File: src/hdl/modexp_pkg.sv
// Shared constants and types for the modular exponentiation unit.
package modexp_pkg;
	localparam int WORD_BITS = 64;
	localparam int CNT_BITS = $clog2(WORD_BITS);
	localparam int REG_MODULUS = 0;
	localparam int REG_EXPONENT = 1;
	localparam int CFG_IDX_BITS = 1;
	typedef logic [WORD_BITS-1:0] word_t;
	typedef logic [WORD_BITS:0] wide_t;

	// One cell's control: double the accumulator, optionally add the addend.
	typedef struct packed {
		logic add_en;
	} cell_ctrl_t;
endpackage

File: src/hdl/modular_exponentiation_unit.sv
// Top level of the modular exponentiation unit.
// Each request word is raised to the configured exponent modulo the configured modulus by
// left-to-right square-and-multiply. Every modular product runs through a row of two
// shift-and-add cells. A request first has its base reduced modulo the modulus, one bit a
// cycle, and then takes a squaring per exponent bit, plus a multiplication by the base when
// the bit is set. One request is worked at a time. The result register holds a finished
// result while the next request is accepted and worked; that next result waits until the
// first is taken. A zero modulus gives bad_modulus and a zero result in the cycle after the
// request is accepted, which needs the result register to be free.
module modular_exponentiation_unit import modexp_pkg::*; (
	input  logic                    clk,
	input  logic                    arst_n,
	input  logic                    cfg_we,
	input  logic [CFG_IDX_BITS-1:0] cfg_index,
	input  word_t                   cfg_data,
	input  logic                    in_valid,
	output logic                    in_ready,
	input  word_t                   base_value,
	output logic                    out_valid,
	input  logic                    out_ready,
	output word_t                   power_result,
	output logic                    bad_modulus
);
	localparam logic [2:0] ST_IDLE = 3'd0;
	localparam logic [2:0] ST_RED  = 3'd1;
	localparam logic [2:0] ST_SQ   = 3'd2;
	localparam logic [2:0] ST_MUL  = 3'd3;
	localparam logic [2:0] ST_OUT  = 3'd4;
	localparam logic [2:0] ST_WAIT = 3'd5;

	word_t modulus_q, exponent_q;
	logic [2:0] state_q;
	word_t acc_q, base_q, ex_q, red_q, rsh_q;
	logic [CNT_BITS-1:0] bit_q;
	logic sq_q;
	logic mul_start, mul_done;
	word_t mul_a, mul_b, product;
	wide_t red2;
	logic out_free;
	logic out_load;

	assign out_free = !out_valid || out_ready;
	assign in_ready = (state_q == ST_IDLE) && ((modulus_q != '0) || out_free);
	assign out_load = ((state_q == ST_IDLE) && in_valid && in_ready && (modulus_q == '0)) ||
		((state_q == ST_OUT) && (bit_q == '0) && out_free);
	assign mul_a = sq_q ? acc_q : base_q;
	assign mul_b = acc_q;
	assign red2 = {red_q, rsh_q[WORD_BITS-1]};

	modexp_mulchain u_mul (.clk(clk), .arst_n(arst_n), .start(mul_start), .a(mul_a),
		.b(mul_b), .modulus(modulus_q), .done(mul_done), .product(product));

	always_ff @(posedge clk or negedge arst_n) begin
		if (!arst_n) begin
			modulus_q <= '0;
			exponent_q <= '0;
		end else if (cfg_we) begin
			if (cfg_index == CFG_IDX_BITS'(REG_MODULUS)) modulus_q <= cfg_data;
			else if (cfg_index == CFG_IDX_BITS'(REG_EXPONENT)) exponent_q <= cfg_data;
		end
	end

	always_ff @(posedge clk or negedge arst_n) begin
		if (!arst_n) begin
			state_q <= ST_IDLE;
			out_valid <= 1'b0;
			mul_start <= 1'b0;
			sq_q <= 1'b0;
			bit_q <= '0;
			power_result <= '0;
			bad_modulus <= 1'b0;
			acc_q <= '0;
			base_q <= '0;
			ex_q <= '0;
			red_q <= '0;
			rsh_q <= '0;
		end else begin
			mul_start <= 1'b0;
			if (out_load) out_valid <= 1'b1;
			else if (out_valid && out_ready) out_valid <= 1'b0;
			unique case (state_q)
				ST_IDLE: begin
					if (in_valid && in_ready) begin
						if (modulus_q == '0) begin
							power_result <= '0;
							bad_modulus <= 1'b1;
						end else begin
							red_q <= '0;
							rsh_q <= base_value;
							ex_q <= exponent_q;
							acc_q <= (modulus_q == word_t'(1)) ? '0 : word_t'(1);
							bit_q <= CNT_BITS'(WORD_BITS - 1);
							state_q <= ST_RED;
						end
					end
				end
				ST_RED: begin
					// Restoring reduction of the base, one bit per cycle.
					red_q <= (red2 >= {1'b0, modulus_q}) ?
						word_t'(red2 - {1'b0, modulus_q}) : red2[WORD_BITS-1:0];
					rsh_q <= {rsh_q[WORD_BITS-2:0], 1'b0};
					bit_q <= bit_q - 1'b1;
					if (bit_q == '0) begin
						state_q <= ST_WAIT;
						bit_q <= CNT_BITS'(WORD_BITS - 1);
					end
				end
				ST_WAIT: begin
					base_q <= red_q;
					sq_q <= 1'b1;
					mul_start <= 1'b1;
					state_q <= ST_SQ;
				end
				ST_SQ: begin
					if (mul_done) begin
						acc_q <= product;
						if (ex_q[WORD_BITS-1]) begin
							sq_q <= 1'b0;
							mul_start <= 1'b1;
							state_q <= ST_MUL;
						end else begin
							state_q <= ST_OUT;
						end
					end
				end
				ST_MUL: begin
					if (mul_done) begin
						acc_q <= product;
						state_q <= ST_OUT;
					end
				end
				ST_OUT: begin
					if (bit_q == '0) begin
						// A finished result waits here while the previous one is still held.
						if (out_free) begin
							power_result <= acc_q;
							bad_modulus <= 1'b0;
							state_q <= ST_IDLE;
						end
					end else begin
						ex_q <= {ex_q[WORD_BITS-2:0], 1'b0};
						bit_q <= bit_q - 1'b1;
						sq_q <= 1'b1;
						mul_start <= 1'b1;
						state_q <= ST_SQ;
					end
				end
				default: state_q <= ST_IDLE;
			endcase
		end
	end
endmodule

File: src/hdl/modexp_cell.sv
// One shift-and-add modular step: acc = 2*acc (+ a) mod m, for acc, a < m.
module modexp_cell import modexp_pkg::*; (
	input  word_t      acc_in,
	input  word_t      addend,
	input  word_t      modulus,
	input  cell_ctrl_t ctrl,
	output word_t      acc_out
);
	wide_t dbl;
	wide_t dbl_red;
	wide_t sum;

	always_comb begin
		dbl = {acc_in, 1'b0};
		dbl_red = (dbl >= {1'b0, modulus}) ? dbl - {1'b0, modulus} : dbl;
		sum = dbl_red + {1'b0, addend};
		if (ctrl.add_en && sum >= {1'b0, modulus}) begin
			sum = sum - {1'b0, modulus};
		end
		acc_out = ctrl.add_en ? sum[WORD_BITS-1:0] : dbl_red[WORD_BITS-1:0];
	end
endmodule

File: src/hdl/modexp_mulchain.sv
// Modular multiplier built from a row of two cells, handling two multiplier bits per cycle.
module modexp_mulchain import modexp_pkg::*; (
	input  logic  clk,
	input  logic  arst_n,
	input  logic  start,
	input  word_t a,
	input  word_t b,
	input  word_t modulus,
	output logic  done,
	output word_t product
);
	localparam int STEPS = WORD_BITS / 2;
	localparam int SC_BITS = $clog2(STEPS + 1);

	word_t acc_q;
	word_t b_q;
	logic [SC_BITS-1:0] cnt_q;
	logic busy_q;
	word_t mid;
	word_t nxt;
	cell_ctrl_t c0, c1;

	assign c0.add_en = b_q[WORD_BITS-1];
	assign c1.add_en = b_q[WORD_BITS-2];

	modexp_cell u_c0 (.acc_in(acc_q), .addend(a), .modulus(modulus), .ctrl(c0), .acc_out(mid));
	modexp_cell u_c1 (.acc_in(mid), .addend(a), .modulus(modulus), .ctrl(c1), .acc_out(nxt));

	assign product = acc_q;

	always_ff @(posedge clk or negedge arst_n) begin
		if (!arst_n) begin
			busy_q <= 1'b0;
			done <= 1'b0;
			cnt_q <= '0;
		end else begin
			done <= 1'b0;
			if (start) begin
				busy_q <= 1'b1;
				cnt_q <= SC_BITS'(STEPS);
			end else if (busy_q) begin
				cnt_q <= cnt_q - 1'b1;
				if (cnt_q == SC_BITS'(1)) begin
					busy_q <= 1'b0;
					done <= 1'b1;
				end
			end
		end
	end

	always_ff @(posedge clk) begin
		if (start) begin
			acc_q <= '0;
			b_q <= b;
		end else if (busy_q) begin
			acc_q <= nxt;
			b_q <= {b_q[WORD_BITS-3:0], 2'b00};
		end
	end
endmodule
File: config.mk
export PLATFORM = sky130hd
export DESIGN_NAME = modular_exponentiation_unit
export DESIGN_NICKNAME = d
export VERILOG_FILES = /design/src/hdl/modexp_pkg.sv /design/src/hdl/modular_exponentiation_unit.sv /design/src/hdl/modexp_cell.sv /design/src/hdl/modexp_mulchain.sv
export SDC_FILE = /design/constraint.sdc
export NUM_CORES = 2
export LEC_CHECK = 0
export BUFFER_PORTS_ARGS = -buffer_cell sky130_fd_sc_hd__buf_2
export CAP_MARGIN = 20
export CORE_UTILIZATION = 40
export DETAILED_ROUTE_END_ITERATION = 10
export PLACE_DENSITY = 0.64
export SLEW_MARGIN = 20
export SYNTH_ARGS = -nofsm -noshare
export SYNTH_HDL_FRONTEND = slang
export SYNTH_HIERARCHICAL = 1
export SYNTH_SLANG_ARGS = --single-unit
File: constraint.sdc
create_clock -name clk -period 26 [get_ports clk]
set_input_delay 1.3 -clock clk [delete_from_list [all_inputs] [get_ports clk]]
set_output_delay 1.3 -clock clk [all_outputs]
set_load 0.005 [all_outputs]
# Word-level counts from Yosys, hierarchy flattened
# Index checks and enable logic that the tools add are counted.
# W data, S select, Z words.
[classes] magnitude_cmp=5 n_mux=67 eq_ne=19 n_bitwise=1 n_reduce_logical=35 add_sub_neg=9
[ops] cell="$mux W64" n=22
[ops] cell="$pmux W64 S2" n=5
[ops] cell="$ge A65 B64 Y1" n=5
[ops] cell="$sub A64 B64 Y64" n=3
[ops] cell="$add A65 B64 Y65" n=2
[ops] cell="$mux W65" n=2
[ops] cell="$sub A65 B64 Y65" n=2
[ops] cell="$eq A64 B1 Y1 const B" n=1
[ops] cell="$logic_not A64 Y1" n=1
[ops] cell="$reduce_bool A64 Y1" n=1
[ops] cell="$mux W6" n=6
[ops] cell="$mux W3" n=8
[ops] cell="$mux W1" n=19
[ops] cell="$pmux W3 S6" n=1
[ops] cell="$pmux W6 S3" n=1
[ops] cell="$reduce_and A4 Y1" n=4
[ops] cell="$ne A2 B1 Y1 const B" n=6
[ops] cell="$sub A6 B1 Y6 const B" n=2
[ops] cell="$logic_and A1 B1 Y1" n=10
[ops] cell="$ne A2 B2 Y1 const B" n=5
[ops] cell="$reduce_bool A2 Y1" n=5
[ops] cell="$eq A3 B2 Y1 const B" n=2
[ops] cell="$eq A3 B3 Y1 const B" n=2
[ops] cell="$eq A6 B1 Y1 const B" n=1
[ops] cell="15 further kinds" n=20
[totals] wordCells=155 out_inout_bits=67 ff_bits=661 input_bits=134

# Longest topological paths before layout
[depth] ltp_word=14 ltp_mapped=84 mapped_depth_nobuf=72

# Cells and area by module
# Netlist, hierarchy kept.
[modules_own_cells] mod="modular_exponentiation_unit" cells_each=2510 seq_area_each_um2=13137.6 area_each_um2=25827.3 n_inst=1
[modules_own_cells] mod="modexp_cell (u_mul.u_c1)" cells_each=2186 seq_area_each_um2=0.0 area_each_um2=14092.3 n_inst=1
[modules_own_cells] mod="modexp_cell (u_mul.u_c0)" cells_each=2066 seq_area_each_um2=0.0 area_each_um2=13594.3 n_inst=1
[modules_own_cells] mod="modexp_mulchain" cells_each=379 seq_area_each_um2=3403.3 area_each_um2=5295.1 n_inst=1

# Least setup slack after synthesis
# No wires, ideal clock.
[synth_timing] path_kind="register to register" startpoint="register modulus_q[24]" endpoint="register u_mul.acc_q[56], in the netlist u_mul/product[56]" period_less_slack_ns=16.217 path_slack_ns=9.783 setup_time_ns=0.117 required_ns=25.883 arrival_time_ns=16.100 stages_incl_launch_ff=82 path_buffers=14 path_cell_list="dfrtp_1 > inv_1 > ha_1 > buf_2 > nand4_1 > nor4_1 > nand2_1 > or4_1 > nand4_1 > o21ba_1 > and2_1 > clkbuf_1 > clkbuf_1 > clkbuf_1 > o31ai_1 > ha_1 > a21o_1 > a31o_2 > [... 46 more ...] > xor2_1 > ha_1 > clkbuf_1 > nand2_1 > o21ai_0 > a221o_1 > a21oi_1 > o21ai_0 > a211o_1 > a31o_2 > a32o_1 > nor2b_1 > clkbuf_1 > nand2_1 > buf_2 > o311a_1 > mux2i_1 > nor2_1"
[synth_between] elab_chain_cells=14 elab_cells_between_ends=18 cone_classes="add/sub (6); order compare (4); mux (6); reduce/logical (2)"
[synth_rtl] element="from (decl)" line="modular_exponentiation_unit.sv:31" source="word_t modulus_q, exponent_q;"
[synth_rtl] element="from (signal assigned)" line="modular_exponentiation_unit.sv:58" source="if (cfg_index == CFG_IDX_BITS'(REG_MODULUS)) modulus_q <= cfg_data;"
[synth_rtl] element="$sub A65 B64 Y65 / $ge A65 B64 Y1 (equally long branches)" line="modexp_cell.sv:15" source="dbl_red = (dbl >= {1'b0, modulus}) ? dbl - {1'b0, modulus} : dbl;"
[synth_rtl] element="$mux W65" line="modexp_cell.sv:15"
[synth_rtl] element="$add A65 B64 Y65" line="modexp_cell.sv:16" source="sum = dbl_red + {1'b0, addend};"
[synth_rtl] element="$ge A65 B64 Y1" line="modexp_cell.sv:17" source="if (ctrl.add_en && sum >= {1'b0, modulus}) begin"
[synth_rtl] element="$logic_and A1 B1 Y1" line="modexp_cell.sv:17"
[synth_rtl] element="$mux W64" line="modexp_cell.sv:17"
[synth_rtl] element="$mux W64 *" line="modexp_cell.sv:20" source="acc_out = ctrl.add_en ? sum[WORD_BITS-1:0] : dbl_red[WORD_BITS-1:0];"
[synth_rtl] element="named net u_mul.mid[43]" line="modexp_mulchain.sv:19" source="word_t mid;"
[synth_rtl] element="$sub A65 B64 Y65 / $ge A65 B64 Y1 (equally long branches)" line="modexp_cell.sv:15"
[synth_rtl] element="$mux W65 *" line="modexp_cell.sv:15"
[synth_rtl] element="$add A65 B64 Y65" line="modexp_cell.sv:16"
[synth_rtl] element="$ge A65 B64 Y1" line="modexp_cell.sv:17"
[synth_rtl] element="$logic_and A1 B1 Y1" line="modexp_cell.sv:17"
[synth_rtl] element="$mux W64" line="modexp_cell.sv:17"
[synth_rtl] element="$mux W64 *" line="modexp_cell.sv:20"
[synth_rtl] element="named net u_mul.nxt[56]" line="modexp_mulchain.sv:20" source="word_t nxt;"
[synth_rtl] element="to (signal assigned)" line="modexp_mulchain.sv:56" source="acc_q <= nxt;"
[synth_rtl] element="to (decl)" line="modexp_mulchain.sv:15" source="word_t acc_q;"
# The timed path passes the listed nets; every way through them passes the cells marked *.
# A chain may end at the register's enable or synchronous reset.

# Final worst setup path
[layout_timing] startpoint="register modulus_q[30]" endpoint="register u_mul.acc_q[14], in the netlist u_mul/product[14]"
# The elaborated chain is that of the path after synthesis.

==> summary by stage <==
Outcome
The flow ran to the end, and the final reports show no timing, DRC or antenna violations.

Synthesis
The number of warning messages in the yosys log is 6. Summing the areas of all compound-gate instances in the mapped netlist gives between 20% and 30% of the synthesized area. Of the total synthesized cell area, the portion taken by XOR and XNOR cells is 6.24%.

The synthesized netlist devotes roughly a tenth of its cell area to adder and majority cells. Summing every instance area after synthesis gives 58,800 um^2. The area share of and/or/nand/nor cells after synthesis is approximately 16%.

The number of nets in the synthesized netlist is about 7,700. The synthesized design contains around 660 register bits. After synthesis, the share of cell area in mux cells is just over 10%. The most frequently used flop master after synthesis is sky130_fd_sc_hd__dfrtp_1. The post-synthesis cell count is between 7,000 and 8,000. By area, the combinational part of the netlist is dominated by compound AO/OA/AOI/OAI gates. The sequential cell area fraction in the yosys report is approximately 28%.

The number of enable flip-flop cells after synthesis is between 60 and 70. A synthesized cell averages between 8 and 9 um^2. After synthesis, the share of flip-flops with an asynchronous set or reset is ~81%. The number of distinct standard cells referenced by the synthesized netlist is 118.

Worst setup path
The worst-case register-to-register setup slack is about 2.6 ns. The startpoint identified for the worst register-to-register timing path is modulus_q[30]. The longest individual stage delay on the worst path is ~0.77 ns. Grouping stages by cell kind, the critical path spends the most delay in compound AO/OA/AOI/OAI gates.

The cell count of the worst reg-to-reg path is between 60 and 70. The worst setup path is captured at a flip-flop. The data arrival time of the worst path is between 20 and 25 ns.

The startpoint of the worst setup timing path is modulus_q[30]. The critical path in this run is classified as reg -> reg. Together, buffers and inverters on the worst path number 7. The library cell contributing the largest single delay on the critical path is sky130_fd_sc_hd__o32ai_1. Data on the critical path is required at its endpoint by roughly 27 ns. The type of element launching the critical path is a flip-flop.

The largest driver fanout on the critical path is 57. In this run the critical register-to-register path is captured at u_mul/product[14].

Placement
The count of buffers from port buffering is 200. The HPWL after detailed placement is ~200,000 um. Routability-driven placement finished with a final weighted congestion of approximately 1.1. The setup slack after placement is approximately 3.5 ns.

Clock network
After clock tree synthesis, the clock-pin slew on the worst setup and hold paths is approximately 0.060 ns. Counting along the longest clock path gives a buffer depth of 3. The total CTS buffers is 81.

The H-tree generated during clock tree synthesis spans 3 levels. The root buffer selected by CTS is sky130_fd_sc_hd__clkbuf_16. TritonCTS built the clock tree. After clock tree synthesis, the repair step resized 0 gates.

The post-cts hold buffer count is 0. The total clock sinks is between 600 and 700. The number of buffers inserted by post-CTS setup repair is 0. The insertion delay to the later sink of the worst-skew pair is 0.72 ns.

Timing
The final clock period utilization by the worst path is 90.0%. Hold timing on the final database bottoms out at a slack of between 0.4 and 0.5 ns. The worst clock skew is around 0.056 ns. The number of slew-limit violations in the final report is 0. The slack of the critical path is around 2.6 ns. The worst-margin pin slew is around 1.1 ns. The maximum operating frequency is between 0.04 and 0.05 GHz. The count of endpoints failing setup in the final report is 0. The total negative slack is 0 ns. Setup repair after global routing left no endpoint under its margin. The relative max-transition margin is 25.2%.

Subtracting the final worst setup slack from the clock period gives about 23 ns. The number of failing hold endpoints at the final stage is 0.

Floorplan
The initial utilization of the core area, before any placement, comes to 40.4%. In this run the vertical extent of the chip is around 390 um. The core region is around 150,000 um^2. The row count is 140. The number of top-level design ports is approximately 200. The die footprint is between 100,000 and 150,000 um^2. Measured along the x axis, the die boundary spans ~390 um.

Drt
The post-detailed-routing wire length is about 240,000 um. The number of iterations in the first detailed-routing pass is 6. The number of nets with antenna violations after detailed routing is 0. After detailed routing, the number of remaining DRC violations is 0. The overall via count from detail_route is between 50,000 and 60,000. In the routed layout, each cell is associated on average with a via count of about 6.2. The detail-routed net length per standard cell is roughly 27 um. The iteration-0 DRC count of the detailed router is ~7,000.

Worst hold path
The number of cells traversed by the worst hold path is 2. The min-delay analysis places its worst path in the category reg -> reg. The startpoint identified for the worst hold timing path is ex_q[51]. The hold-critical path endpoint is ex_q[51].

Global routing
The number of global-route vias before repair is about 53,000. For this run, the total global-route usage over all layers was measured as 31.8%. The first global-routing pass estimated 350,000 um of wire. Entering global routing, the biggest net connects 129 pins. The layer flagged by global routing as most heavily used is met1. The met2 track demand over resource is 43.9%. The total overflow left after global routing is 0.

The number of antenna violations at the first check in global routing is 8. The met3 demand-to-capacity share in global routing is a little under a tenth. Global routing used a little under half of the available met1 tracks.

Final layout
In the layout the commonest cells are sky130_fd_sc_hd__nand2_1, sky130_fd_sc_hd__a21oi_1, sky130_fd_sc_hd__o21ai_0, sky130_fd_sc_hd__dfrtp_1, sky130_fd_sc_hd__ha_1. Summing all flip-flop and latch instances after layout gives roughly 17,000 um^2. For this run, the share of the core covered by cells in the final layout is ~44%. The net count of the finished layout is between 7,000 and 8,000. From synthesis to final layout, the design area changed by 8.40%. Leaving out fill and tap cells, the most frequent cell in the layout is sky130_fd_sc_hd__nand2_1. The area used by multi-input combinational logic is between 30,000 and 40,000 um^2.

The post-route netlist has between 10% and 20% of its cells at a drive strength greater than 1. The layout filler cell count is around 15,000.

Power and ir drop
The analysis attributes to cell leakage a power of about 0.03 uW. After layout, the design draws a total of approximately 3100 uW. Across the VDD grid, the largest voltage drop is between 0.05 and 0.06 mV.

For this design the ratio of total power to cell area is slightly below 50 nW/um^2.

Flow run
The max capacitance violation total is 0.
[metal layers]
layer	vias up	routed length (um)
met3	369	28400
met2	2989	95000
met1	27200	109000
met4	4	10400
met5	-	23
li1	25800	-
[logic make-up after synthesis]
family / Yosys count
AO/OA/AOI/OAI: 2229
XOR/XNOR: 415
adder cells (fa/ha/maj): 458
buffers and inverters: 759
flip-flops: 661
multiplexers: 573
AND/OR/NAND/NOR: 2046
[layout make-up]
type	count	area share [%]
Antenna cell	11	0.0432
Clock buffer	112	3.58
Clock inverter	37	0.732
Inverter	331	1.95
Multi-Input combinational cell	5721	61.7
Sequential cell	661	26.0
Tap cell	1917	3.76
Timing Repair Buffer	257	2.27
[sequential cells by signal, summed over array words and instances (netlist names), 64 cells and up]
register       count
acc_q             64
base_q            64
ex_q              64
exponent_q        64
modulus_q         64
power_result      64
red_q             64
rsh_q             64
u_mul/b_q         64
u_mul/product     64
[tightest hold or removal path: stages, from the launching register on]
cell                      delay [ns]
sky130_fd_sc_hd__dfrtp_1        0.34
sky130_fd_sc_hd__nand2_1        0.05
sky130_fd_sc_hd__o21ai_0        0.06
[worst max path at each step]
stage               cells past startpoint           endpoint  slack [ns]
global placement                       68  u_mul/product[14]        3.53
detailed placement                     68  u_mul/product[24]        3.48
global route                           68  u_mul/product[14]        2.04
finish                                 68  u_mul/product[14]        2.59
floorplan                              81  u_mul/product[56]        9.78
CTS                                    68  u_mul/product[14]        3.34
[metrics by stage]
stage,cell area [um^2],instances
floorplan,58800,7141
global placement,60900,8885
detailed placement,60900,8886
CTS,63700,9035
global route,63700,9037
finish,63800,9047
[where the power goes]
group	internal [uW]	total [uW]	switching, uW
logic	283	840	557
registers	1070	1120	53.8
clock network	675	1170	496
[Yosys cell counts, types with 138 or more instances]
cell                       instances  area, um^2
sky130_fd_sc_hd__mux2i_1         295        2950
sky130_fd_sc_hd__ha_1            451        5640
sky130_fd_sc_hd__nand3_1         194         971
sky130_fd_sc_hd__o21ai_0         578        2890
sky130_fd_sc_hd__clkbuf_1        318        1190
sky130_fd_sc_hd__nand2_1         864        3240
sky130_fd_sc_hd__a21oi_1         581        2910
sky130_fd_sc_hd__inv_1           327        1230
sky130_fd_sc_hd__xor2_1          179        1570
sky130_fd_sc_hd__a21o_1          232        1740
sky130_fd_sc_hd__nand4_1         138         863
sky130_fd_sc_hd__xnor2_1         233        2040
sky130_fd_sc_hd__dfrtp_1         533       13300
sky130_fd_sc_hd__mux2_2          270        3040
sky130_fd_sc_hd__nor2_1          438        1640
Power figures use the tool's default switching activity.
